$ cat config.mk
export PLATFORM = sky130hd
export DESIGN_NAME = framed_header_validator_top
export DESIGN_NICKNAME = d
export VERILOG_FILES = /design/src/hw/rtl/fhv_pkg.sv /design/src/hw/rtl/fhv_hdr_core.sv /design/src/hw/rtl/framed_header_validator_top.sv
export SDC_FILE = /design/constraint.sdc
export NUM_CORES = 1
export LEC_CHECK = 0
export BUFFER_PORTS_ARGS = -buffer_cell sky130_fd_sc_hd__buf_2
export CORE_AREA = 10 10 199 164
export CTS_CLUSTER_SIZE = 28
export DETAILED_ROUTE_END_ITERATION = 8
export DIE_AREA = 0 0 209 174
export PLACE_DENSITY = 0.8
export SYNTH_ARGS = -nofsm -noshare
export SYNTH_HDL_FRONTEND = slang
export SYNTH_SLANG_ARGS = --single-unit
$ cat constraint.sdc
create_clock -name aclk -period 5.8 [get_ports aclk]
set_clock_uncertainty 0.2 [all_clocks]
set_input_delay 0.29 -clock aclk [delete_from_list [all_inputs] [get_ports aclk]]
set_output_delay 0.29 -clock aclk [all_outputs]
set_load 0.02 [all_outputs]
$ cat src/hw/rtl/fhv_pkg.sv
package fhv_pkg;

    // Header geometry
    localparam int SIG_BYTES = 4;
    localparam int PSEC_LEN  = SIG_BYTES + 5;
    localparam int DSEC_LEN  = SIG_BYTES + 12;
    localparam int HDR_LEN   = PSEC_LEN + DSEC_LEN;
    localparam int CNT_W     = $clog2(HDR_LEN + 1);

    // Byte positions in the header, at counter width
    localparam logic [CNT_W-1:0] POS_TYPE     = CNT_W'(SIG_BYTES);
    localparam logic [CNT_W-1:0] POS_PCRC_END = CNT_W'(PSEC_LEN - 1);
    localparam logic [CNT_W-1:0] POS_PSEC_END = CNT_W'(PSEC_LEN);
    localparam logic [CNT_W-1:0] POS_DSIG_END = CNT_W'(PSEC_LEN + SIG_BYTES);
    localparam logic [CNT_W-1:0] POS_PSZ_END  = CNT_W'(PSEC_LEN + SIG_BYTES + 4);
    localparam logic [CNT_W-1:0] POS_BSZ_END  = CNT_W'(PSEC_LEN + SIG_BYTES + 8);
    localparam logic [CNT_W-1:0] POS_HDR_END  = CNT_W'(HDR_LEN);

    // CRC-32, reflected
    localparam logic [31:0] CRC_POLY   = 32'hEDB8_8320;
    localparam logic [31:0] CRC_PRESET = 32'hFFFF_FFFF;

    // Configuration register indexes
    localparam int CFG_IDX_W = 1;
    typedef enum logic [CFG_IDX_W-1:0] {
        CFG_PROTO_SIG = 1'd0,
        CFG_DATA_SIG  = 1'd1
    } cfg_idx_t;

    // Result status codes
    typedef enum logic [2:0] {
        STATUS_OK        = 3'd0,
        STATUS_TRUNCATED = 3'd1,
        STATUS_BAD_CRC   = 3'd2,
        STATUS_UNKNOWN   = 3'd3,
        STATUS_TOO_LONG  = 3'd4
    } status_t;

    typedef struct packed {
        status_t     status;
        logic [7:0]  msg_type;
        logic [31:0] pld_len;
        logic [31:0] blk_len;
    } fhv_result_t;

    // One byte through the reflected CRC-32
    function automatic logic [31:0] crc32_byte(input logic [31:0] crc, input logic [7:0] b);
        logic [31:0] c;
        c = crc ^ {24'd0, b};
        for (int k = 0; k < 8; k++) begin
            c = c[0] ? ((c >> 1) ^ CRC_POLY) : (c >> 1);
        end
        return c;
    endfunction

endpackage

$ cat src/hw/rtl/fhv_hdr_core.sv
module fhv_hdr_core (
    input  logic                aclk,
    input  logic                aresetn,
    input  logic                byte_fire,
    input  logic [7:0]          data_byte,
    input  logic                last_byte,
    input  logic [63:0]         proto_sig,
    input  logic [63:0]         data_sig,
    output fhv_pkg::fhv_result_t result
);
    import fhv_pkg::*;

    logic [CNT_W-1:0] cnt_reg, cnt_next;
    logic [31:0]      crc_reg, crc_next;
    logic [31:0]      rx_crc_reg, rx_crc_next;
    logic             pcrc_ok_reg, pcrc_ok_next;
    logic             psig_ok_reg, psig_ok_next;
    logic             dsig_ok_reg, dsig_ok_next;
    logic [7:0]       type_reg, type_next;
    logic [31:0]      psz_reg, psz_next;
    logic [31:0]      bsz_reg, bsz_next;
    logic             overlong_reg, overlong_next;

    logic [CNT_W-1:0] dsec_off;
    logic [2:0]       psig_idx;
    logic [2:0]       dsig_idx;
    logic [1:0]       psz_idx;
    logic [1:0]       bsz_idx;
    logic [31:0]      crc_upd;
    status_t          status;

    assign dsec_off = cnt_reg - POS_PSEC_END;
    assign psig_idx = cnt_reg[2:0];
    assign dsig_idx = dsec_off[2:0];
    assign psz_idx  = 2'(dsec_off - CNT_W'(SIG_BYTES));
    assign bsz_idx  = 2'(dsec_off - CNT_W'(SIG_BYTES + 4));
    assign crc_upd  = crc32_byte(crc_reg, data_byte);

    // Per-byte header field decode
    always_comb begin
        cnt_next      = cnt_reg;
        crc_next      = crc_reg;
        rx_crc_next   = rx_crc_reg;
        pcrc_ok_next  = pcrc_ok_reg;
        psig_ok_next  = psig_ok_reg;
        dsig_ok_next  = dsig_ok_reg;
        type_next     = type_reg;
        psz_next      = psz_reg;
        bsz_next      = bsz_reg;
        overlong_next = overlong_reg;
        if (byte_fire) begin
            if (cnt_reg >= POS_HDR_END) begin
                overlong_next = 1'b1;
            end else begin
                cnt_next = cnt_reg + 1'b1;
                if (cnt_reg < POS_TYPE) begin
                    if (proto_sig[{psig_idx, 3'b000} +: 8] != data_byte) begin
                        psig_ok_next = 1'b0;
                    end
                    crc_next = crc_upd;
                end else if (cnt_reg == POS_TYPE) begin
                    type_next = data_byte;
                    crc_next  = crc_upd;
                end else if (cnt_reg < POS_PSEC_END) begin
                    rx_crc_next = {rx_crc_reg[23:0], data_byte};
                    if (cnt_reg == POS_PCRC_END) begin
                        pcrc_ok_next = ((crc_reg ^ CRC_PRESET) == rx_crc_next);
                        crc_next     = CRC_PRESET;
                        rx_crc_next  = '0;
                    end
                end else if (cnt_reg < POS_DSIG_END) begin
                    if (data_sig[{dsig_idx, 3'b000} +: 8] != data_byte) begin
                        dsig_ok_next = 1'b0;
                    end
                    crc_next = crc_upd;
                end else if (cnt_reg < POS_PSZ_END) begin
                    psz_next[{psz_idx, 3'b000} +: 8] = data_byte;
                    crc_next = crc_upd;
                end else if (cnt_reg < POS_BSZ_END) begin
                    bsz_next[{bsz_idx, 3'b000} +: 8] = data_byte;
                    crc_next = crc_upd;
                end else begin
                    rx_crc_next = {rx_crc_reg[23:0], data_byte};
                end
            end
        end
    end

    // Status in priority order, from the post-byte state
    always_comb begin
        if (!overlong_next && (cnt_next < POS_HDR_END)) begin
            status = STATUS_TRUNCATED;
        end else if (overlong_next) begin
            status = STATUS_TOO_LONG;
        end else if (!pcrc_ok_next) begin
            status = STATUS_BAD_CRC;
        end else if (!psig_ok_next) begin
            status = STATUS_UNKNOWN;
        end else if ((crc_next ^ CRC_PRESET) != rx_crc_next) begin
            status = STATUS_BAD_CRC;
        end else if (!dsig_ok_next) begin
            status = STATUS_UNKNOWN;
        end else begin
            status = STATUS_OK;
        end
        result.status   = status;
        result.msg_type = (status == STATUS_OK) ? type_next : 8'd0;
        result.pld_len  = (status == STATUS_OK) ? psz_next : 32'd0;
        result.blk_len  = (status == STATUS_OK) ? bsz_next : 32'd0;
    end

    // Header state; cleared on reset and after every last byte
    always_ff @(posedge aclk) begin
        if (!aresetn || (byte_fire && last_byte)) begin
            cnt_reg      <= '0;
            crc_reg      <= CRC_PRESET;
            rx_crc_reg   <= '0;
            pcrc_ok_reg  <= 1'b0;
            psig_ok_reg  <= 1'b1;
            dsig_ok_reg  <= 1'b1;
            type_reg     <= '0;
            psz_reg      <= '0;
            bsz_reg      <= '0;
            overlong_reg <= 1'b0;
        end else begin
            cnt_reg      <= cnt_next;
            crc_reg      <= crc_next;
            rx_crc_reg   <= rx_crc_next;
            pcrc_ok_reg  <= pcrc_ok_next;
            psig_ok_reg  <= psig_ok_next;
            dsig_ok_reg  <= dsig_ok_next;
            type_reg     <= type_next;
            psz_reg      <= psz_next;
            bsz_reg      <= bsz_next;
            overlong_reg <= overlong_next;
        end
    end

endmodule

$ cat src/hw/rtl/framed_header_validator_top.sv
// Channel   Dir  Handshake             Payload
// s_        in   s_valid / s_ready     s_data_byte[7:0], s_last_byte
// m_        out  m_valid / m_ready     m_status[2:0], m_msg_type[7:0],
//                                      m_pld_len[31:0], m_blk_len[31:0]
// cfg_      in   cfg_valid / cfg_ready cfg_index, cfg_data[63:0]
//
// One header byte per cycle while s_ready is high; the CRC update and field decode are
// combinational between the byte handshake and the result register.
// The result appears on m_ in the cycle after the transaction carrying the last byte.
// s_ready is low only while a result waits in the output register and m_ready is low.
// aresetn is synchronous, active low; it clears header state and both signatures.
// cfg_ready is always high; no clearing pass after reset.
module framed_header_validator_top (
    input  logic                          aclk,
    input  logic                          aresetn,
    input  logic                          s_valid,
    output logic                          s_ready,
    input  logic [7:0]                    s_data_byte,
    input  logic                          s_last_byte,
    output logic                          m_valid,
    input  logic                          m_ready,
    output logic [2:0]                    m_status,
    output logic [7:0]                    m_msg_type,
    output logic [31:0]                   m_pld_len,
    output logic [31:0]                   m_blk_len,
    input  logic                          cfg_valid,
    output logic                          cfg_ready,
    input  logic [fhv_pkg::CFG_IDX_W-1:0] cfg_index,
    input  logic [63:0]                   cfg_data
);
    import fhv_pkg::*;

    logic        s_fire;
    logic [63:0] proto_sig_reg;
    logic [63:0] data_sig_reg;
    logic        m_valid_reg;
    fhv_result_t res;
    fhv_result_t res_reg;

    assign s_ready   = !m_valid_reg || m_ready;
    assign s_fire    = s_valid && s_ready;
    assign cfg_ready = 1'b1;

    // Signature registers
    always_ff @(posedge aclk) begin
        if (!aresetn) begin
            proto_sig_reg <= '0;
            data_sig_reg  <= '0;
        end else if (cfg_valid) begin
            case (cfg_index)
                CFG_PROTO_SIG: proto_sig_reg <= cfg_data;
                CFG_DATA_SIG:  data_sig_reg  <= cfg_data;
                default: ;
            endcase
        end
    end

    fhv_hdr_core u_core (
        .aclk      (aclk),
        .aresetn   (aresetn),
        .byte_fire (s_fire),
        .data_byte (s_data_byte),
        .last_byte (s_last_byte),
        .proto_sig (proto_sig_reg),
        .data_sig  (data_sig_reg),
        .result    (res)
    );

    // Result register
    always_ff @(posedge aclk) begin
        if (!aresetn) begin
            m_valid_reg <= 1'b0;
        end else if (s_fire && s_last_byte) begin
            m_valid_reg <= 1'b1;
        end else if (m_ready) begin
            m_valid_reg <= 1'b0;
        end
    end

    always_ff @(posedge aclk) begin
        if (s_fire && s_last_byte) begin
            res_reg <= res;
        end
    end

    assign m_valid    = m_valid_reg;
    assign m_status   = res_reg.status;
    assign m_msg_type = res_reg.msg_type;
    assign m_pld_len  = res_reg.pld_len;
    assign m_blk_len  = res_reg.blk_len;

endmodule

# ---- Word-level counts from Yosys, hierarchy flattened
# Index checks and enable logic that the tools add are counted.
dict set report classes {
  addsub 6
  order_cmp 7
  n_eq_ne 6
  n_shift 6
  muxes 76
  bitwise 12
  reduce_logical 12
}
# operator n
set ops {}
lappend ops {{two-way mux 32 bit} 41}
lappend ops {{variable part select 64 x 7 -> 8 bit} 2}
lappend ops {{inverter 13 -> 14 bit} 8}
lappend ops {{bitwise mux 32 bit} 2}
lappend ops {{inverter 32 bit} 2}
lappend ops {{variable shift 8 x 7 -> 32 bit (first input constant)} 2}
lappend ops {{variable part select 8 x 7 -> 32 bit} 2}
lappend ops {{equality test 32 bit} 1}
lappend ops {{two-way mux 8 bit} 4}
lappend ops {{!= test 32 bit} 1}
lappend ops {{XOR 32 x 8 -> 32 bit} 1}
lappend ops {{two-way mux 1 bit} 21}
lappend ops {{!= test 8 bit} 2}
lappend ops {{< comparator 5 bit (second input constant)} 3}
lappend ops {{two-way mux 3 bit} 5}
lappend ops {{negation 5 -> 7 bit} 2}
lappend ops {{< comparator 5 x 4 -> 1 bit (second input constant)} 2}
lappend ops {{two-way mux 5 bit} 2}
lappend ops {{adder 5 x 1 -> 5 bit (second input constant)} 1}
lappend ops {{equality test 5 x 3 -> 1 bit (second input constant)} 1}
lappend ops {{equality test 5 x 4 -> 1 bit (second input constant)} 1}
lappend ops {{greater-or-equal comparator 5 bit (second input constant)} 1}
lappend ops {{< comparator 5 x 3 -> 1 bit (second input constant)} 1}
lappend ops {{AND reduction 2 bit} 2}
lappend ops {{other kinds (9)} 15}
dict set report totals {
  reg_bits 349
  inputBits 79
  output_inout_bits 78
  elab_cells 142
}

# ---- Depth between registers and ports, before layout
dict set report depth {
  depth_word 33
  depth_mapped 20
  depth_no_buf 12
}

# ---- Hierarchy
# From an unflattened synthesis, not the netlist that was laid out.
dict set report unflattened {
  hier_cells 1688
  area_unflattened_um2 17435.5
}
# module instances cells_per_inst area_each_um2 seq_area_each_um2
set by_module_without_submodules {}
lappend by_module_without_submodules {fhv_hdr_core 1 1120 10288.6 2902.8}
lappend by_module_without_submodules {framed_header_validator_top 1 568 7146.9 4834.6}

# ---- Worst setup path after synthesis
# No wires, ideal clock.
dict set report synth_timing {
  path_kind {flip-flop to flip-flop}
  start {reg u_core.cnt_reg[0]}
  end {reg res_reg (netlist bit m_status[0]) (data pin)}
  setup_time_ns 0.152
  arrival_ns 4.755
  t_required_ns 5.448
  slack_ns 0.693
  path_stages_with_launch 17
  path_buffers 4
  synth_period_minus_slack_ns 5.107
  path_cell_list {dfxtp_1 -> buf_4 -> buf_1 -> inv_1 -> clkbuf_1 -> ha_1 -> clkbuf_1 -> nor3_1 -> o21ai_1 -> a21oi_2 -> mux2i_1 -> mux2i_1 -> nand4b_1 -> or4_1 -> or4_1 -> or4_1 -> a31oi_1}
}
# item line
set synth_lines {}
lappend synth_lines {{start: declaration} fhv_hdr_core.sv:13} ;# logic [CNT_W-1:0] cnt_reg, cnt_next;
lappend synth_lines {{start signal: assignment} fhv_hdr_core.sv:126} ;# cnt_reg <= cnt_next;
lappend synth_lines {{end signal: assignment} framed_header_validator_top.sv:82} ;# res_reg <= res;
lappend synth_lines {{end: declaration} framed_header_validator_top.sv:38} ;# fhv_result_t res_reg;

# ---- Worst setup path after layout
dict set report layout_timing {
  start {reg u_core.cnt_reg[0]}
  end {reg res_reg (netlist bit m_pld_len[2]) (data pin)}
}
dict set report layout_via {
  elab_chain_cells 17
  elab_cells_between_ends 77
  classes_between {add/sub (4); order compare (7); eq/ne (5); shift (4); mux (53); bitwise (1); reduce/logical (3)}
}
# item line
set layout_rtl {}
lappend layout_rtl {{subtractor 3 x 1 -> 3 bit or < comparator 5 bit (tied branches)} {fhv_hdr_core.sv:32, fhv_hdr_core.sv:79}}
lappend layout_rtl {{variable part select 64 x 7 -> 8 bit or two-way mux 32 bit (tied branches)} {fhv_hdr_core.sv:72, fhv_hdr_core.sv:79}}
lappend layout_rtl {{!= test 8 bit or two-way mux 32 bit (tied branches)} {fhv_hdr_core.sv:72, fhv_hdr_core.sv:76}}
lappend layout_rtl {{two-way mux 1 bit or two-way mux 32 bit (tied branches)} {fhv_hdr_core.sv:72, fhv_hdr_core.sv:71}}
lappend layout_rtl {{two-way mux 1 bit or two-way mux 32 bit (tied branches)} {fhv_hdr_core.sv:71, fhv_hdr_core.sv:64}}
lappend layout_rtl {{two-way mux 1 bit or two-way mux 32 bit (tied branches)} {fhv_hdr_core.sv:64, fhv_hdr_core.sv:61}}
lappend layout_rtl {{two-way mux 1 bit or two-way mux 32 bit (tied branches)} {fhv_hdr_core.sv:61, fhv_hdr_core.sv:56}}
lappend layout_rtl {{two-way mux 1 bit or two-way mux 32 bit (tied branches)} {fhv_hdr_core.sv:56, fhv_hdr_core.sv:52}}
lappend layout_rtl {{two-way mux 1 bit or two-way mux 32 bit (tied branches)} {fhv_hdr_core.sv:52, fhv_hdr_core.sv:51}}
lappend layout_rtl {{two-way mux 1 bit or inverter 32 bit (tied branches)} --}
lappend layout_rtl {{two-way mux 2 bit or != test 32 bit (tied branches)} {fhv_hdr_core.sv:101, fhv_hdr_core.sv:99}}
lappend layout_rtl {{two-way mux 3 bit} fhv_hdr_core.sv:99} ;# end else if ((crc_next ^ CRC_PRESET) != rx_crc_next) begin
lappend layout_rtl {{two-way mux 3 bit} fhv_hdr_core.sv:97} ;# end else if (!psig_ok_next) begin
lappend layout_rtl {{two-way mux 3 bit} fhv_hdr_core.sv:95} ;# end else if (!pcrc_ok_next) begin
lappend layout_rtl {{two-way mux 3 bit} fhv_hdr_core.sv:93} ;# end else if (overlong_next) begin
lappend layout_rtl {{two-way mux 3 bit} fhv_hdr_core.sv:91} ;# if (!overlong_next && (cnt_next < POS_HDR_END)) begin
lappend layout_rtl {{zero test 3 bit} fhv_hdr_core.sv:108} ;# result.pld_len = (status == STATUS_OK) ? psz_next : 32'd0;
# Parallel ways exist; a longest one is shown, timed or not.
# A chain may end at the register's enable or synchronous reset.

==> reports/metrics.cfg <==
[clock_network]
clock-sinks=349
cts_max_level=2
numCtsBuffers=36
clockBufferDepth=3
cts_resized=0
cts_tree=yes
insertion_delay_ps=520
clk_pin_slew_ps=60
cts-root-buf=clkbuf_16

[yosys]
async_flop_share_pct=0
ys_types=78
syn_avg_cell_area_um2=9.043
yosys-top-cells-area=dfxtp_1 (32%), edfxtp_1 (13%), nand2_1 (7.9%)
synth-seq-cells=349
synth_warnings=0
syn-num-nets=1958
synth_commonest_cells=nand2_1 (354), dfxtp_1 (274), nor2_1 (217)
synthCells=1870
synth_top_area_cell=dfxtp_1
yosysMostFrequentCell=nand2_1
synth_edf_count=75
syn_area_um2=16910
synth_top_area_share_pct=32.44
ys_seq_area_share_pct=45.75
synth_flop_cell=dfxtp_1

[floorplan]
chipHeight_um=174
pin_count=157
initial_utilization_pct=58.87
die_w_um=209
dieArea_um2=36370
rows=56
core-area_um2=28730

[power_and_ir_drop]
p_sw_share_pct=33.25
seqPwrFrac_pct=39.0
p_int_uw=4693
p_comb_share_pct=29.3
ir_drop_uv=290.7
cellLeakagePower_uw=0.007144
p_clk_share_pct=31.6
p_switching_uw=2338
powerDensity_nw_per_um2=358.4

[sta]
max_clock_freq_mhz=190.8
worst_slack_ps=559.7
timing.final.crit_share_pct=90.35
finalSetupViolCount=0
fin_crit_ps=5240
max-slew-margin-rel_pct=20.07
rsz0062_at_grt=false
final_hold_viol_count=0
fin_tns_setup_ps=0
tightest_slew_ps=1190
drv_slew=0

[worst_setup_path]
cpPeakStageDelay_ps=590
crit_path_end_kind=flip-flop
critPathKind=reg2reg
slowest_stage=a2111oi_0
start_kind=flip-flop
crit_chain=inv_1 -> buf_4 -> ha_2 -> nor3_1 -> o21ai_1 -> a21oi_4 -> buf_12 -> mux2i_1 -> nand3_1 -> a2111oi_0 -> nand4_1 -> nor4_2 -> nand4_2 -> buf_4 -> nor2_1
crit_arrival_ps=5400
required_ps=5960
crit_top_cell=buf_4
critPathMaxFanout=72

[layout]
diodes=0
area_growth_pct=16.01
fin_util_pct=68.29
nets=2114
layout-drive-gt1-share_pct=14.48
stdcell_area_um2=19620

[placement]
dp_slack_ps=743.4
place_hpwl_um=36610
gp_congestion=0.9971
place_area_um2=17850
port_buffers=155

[global_route]
first_global_vias=14110
grt_max_degree=132
overflow=0
gr-usage-all-layers_pct=28.07
antenna_found_initial=0
grt_pass1_wl_um=82190

[route]
first_iter_violations=1591
drc=0
via_per_inst=6.010
drt_wl_total_um=53160
ant_nets=0
dr.pass1.iters=6
vias=14590
wl_per_cell_um=21.90

[min_path]
holdCritPathClass=in2reg

[flow_run]
cap_violations=0

[status]
status=finished, final reports clean

-- area by class of cell --
type                            count  area [um2]
Fill cell                        2258        9109
Multi-Input combinational cell   1367        8541
Sequential cell                   349        7739
Timing Repair Buffer              250        1664
Clock buffer                       49        1032
Tap cell                          377       471.7
Clock inverter                     14       87.58
Inverter                           22       83.83
-- final timing paths --
check                    start                    to  slack (ps)  cells past startpoint
max          u_core.cnt_reg[0]          m_pld_len[2]         560                     15
min             s_data_byte[7]  u_core.rx_crc_reg[7]          40                      3
max reg2reg  u_core.cnt_reg[0]          m_pld_len[2]         560                     15
min reg2reg  proto_sig_reg[25]     proto_sig_reg[25]         260                      2
-- timing repair --
item / in CTS / in global routing
hold buffers: 65 / 0
hold endpoints to repair: 129 / 0
setup buffers: 0 / 0
-- per-layer routing --
metal / part of all wire [%] / track usage [%] / vias up
li1: - / - / 6726
met5: 0 / 0 / -
met4: 2.8 / 7.752 / 0
met1: 42 / 38.58 / 6965
met3: 9.8 / 5.804 / 121
met2: 45 / 43.88 / 781
-- logic make-up after synthesis --
group / after synthesis / share of synthesized area [%]
muxes: 92 / 6.659
other: 1 / 0.02217
DFF: 349 / 45.75
AOI/OAI and AO/OA: 335 / 13.42
xor gates and xnor gates: 129 / 8.642
buffers and inverters: 154 / 3.973
adders and majority gates: 9 / 0.6659
and+or+nand+nor: 801 / 20.86
-- per-stage QoR --
stage | power, uW | hold slack [ps] | std cells
final | 7031 | 43.17 | 2428
after global routing | 7255 | 56.02 | 2428
after CTS | 6973 | 25.90 | 2428
after detailed placement | 4739 | 259.2 | 2300
after global placement | 4735 | 251.8 | 2300
after floorplan | 4101 | 234.9 | 1870
-- placed cells by master, fill, tap and decap left out, types with 6 or more instances in the layout --
| cell | Yosys | final |
|---|---|---|
| or3_1 | 6 | 6 |
| ha_1 | 9 | 8 |
| o21ai_0 | 18 | 18 |
| xor2_1 | 46 | 46 |
| buf_4 | 4 | 29 |
| mux2i_1 | 72 | 72 |
| clkbuf_1 | 93 | 7 |
| and2_1 | 21 | 20 |
| clkbuf_16 | 0 | 38 |
| dlygate4sd3_1 | 0 | 65 |
| nor3_1 | 65 | 64 |
| dfxtp_1 | 274 | 273 |
| a211oi_1 | 13 | 13 |
| o211ai_1 | 7 | 7 |
| inv_1 | 19 | 18 |
| xnor2_2 | 6 | 6 |
| xnor3_1 | 11 | 11 |
| nor2_1 | 217 | 216 |
| xnor2_1 | 57 | 57 |
| a21o_1 | 8 | 8 |
| mux4_2 | 16 | 16 |
| edfxtp_1 | 75 | 75 |
| o22ai_1 | 7 | 7 |
| nand4_1 | 23 | 23 |
| clkinv_2 | 1 | 6 |
| nand2_1 | 354 | 352 |
| buf_2 | 14 | 155 |
| a21oi_1 | 100 | 100 |
| nand3_1 | 51 | 51 |
| nand2b_1 | 16 | 15 |
| a21boi_0 | 135 | 135 |
| nor4_1 | 9 | 9 |
-- power by group through the flow --
stage / logic [uW] / clock network (uW) / registers (uW)
after CTS: 2000 / 2240 / 2740
after detailed placement: 1950 / 0 / 2790
final: 2060 / 2220 / 2740
after global routing: 2170 / 2340 / 2750
after global placement: 1950 / 0 / 2790
after floorplan: 1340 / 0 / 2760
-- worst max-delay path, delay by kind of cell, from the launching register on --
family                   cells  cell delay, ps
AND/OR/NAND/NOR              6            1300
flip-flops                   1             460
AO/OA/AOI/OAI                3            1520
buffers and inverters        4             900
multiplexers                 1             360
adder cells (fa/ha/maj)      1             270
No activity file was read; power rests on OpenSTA's default activity.
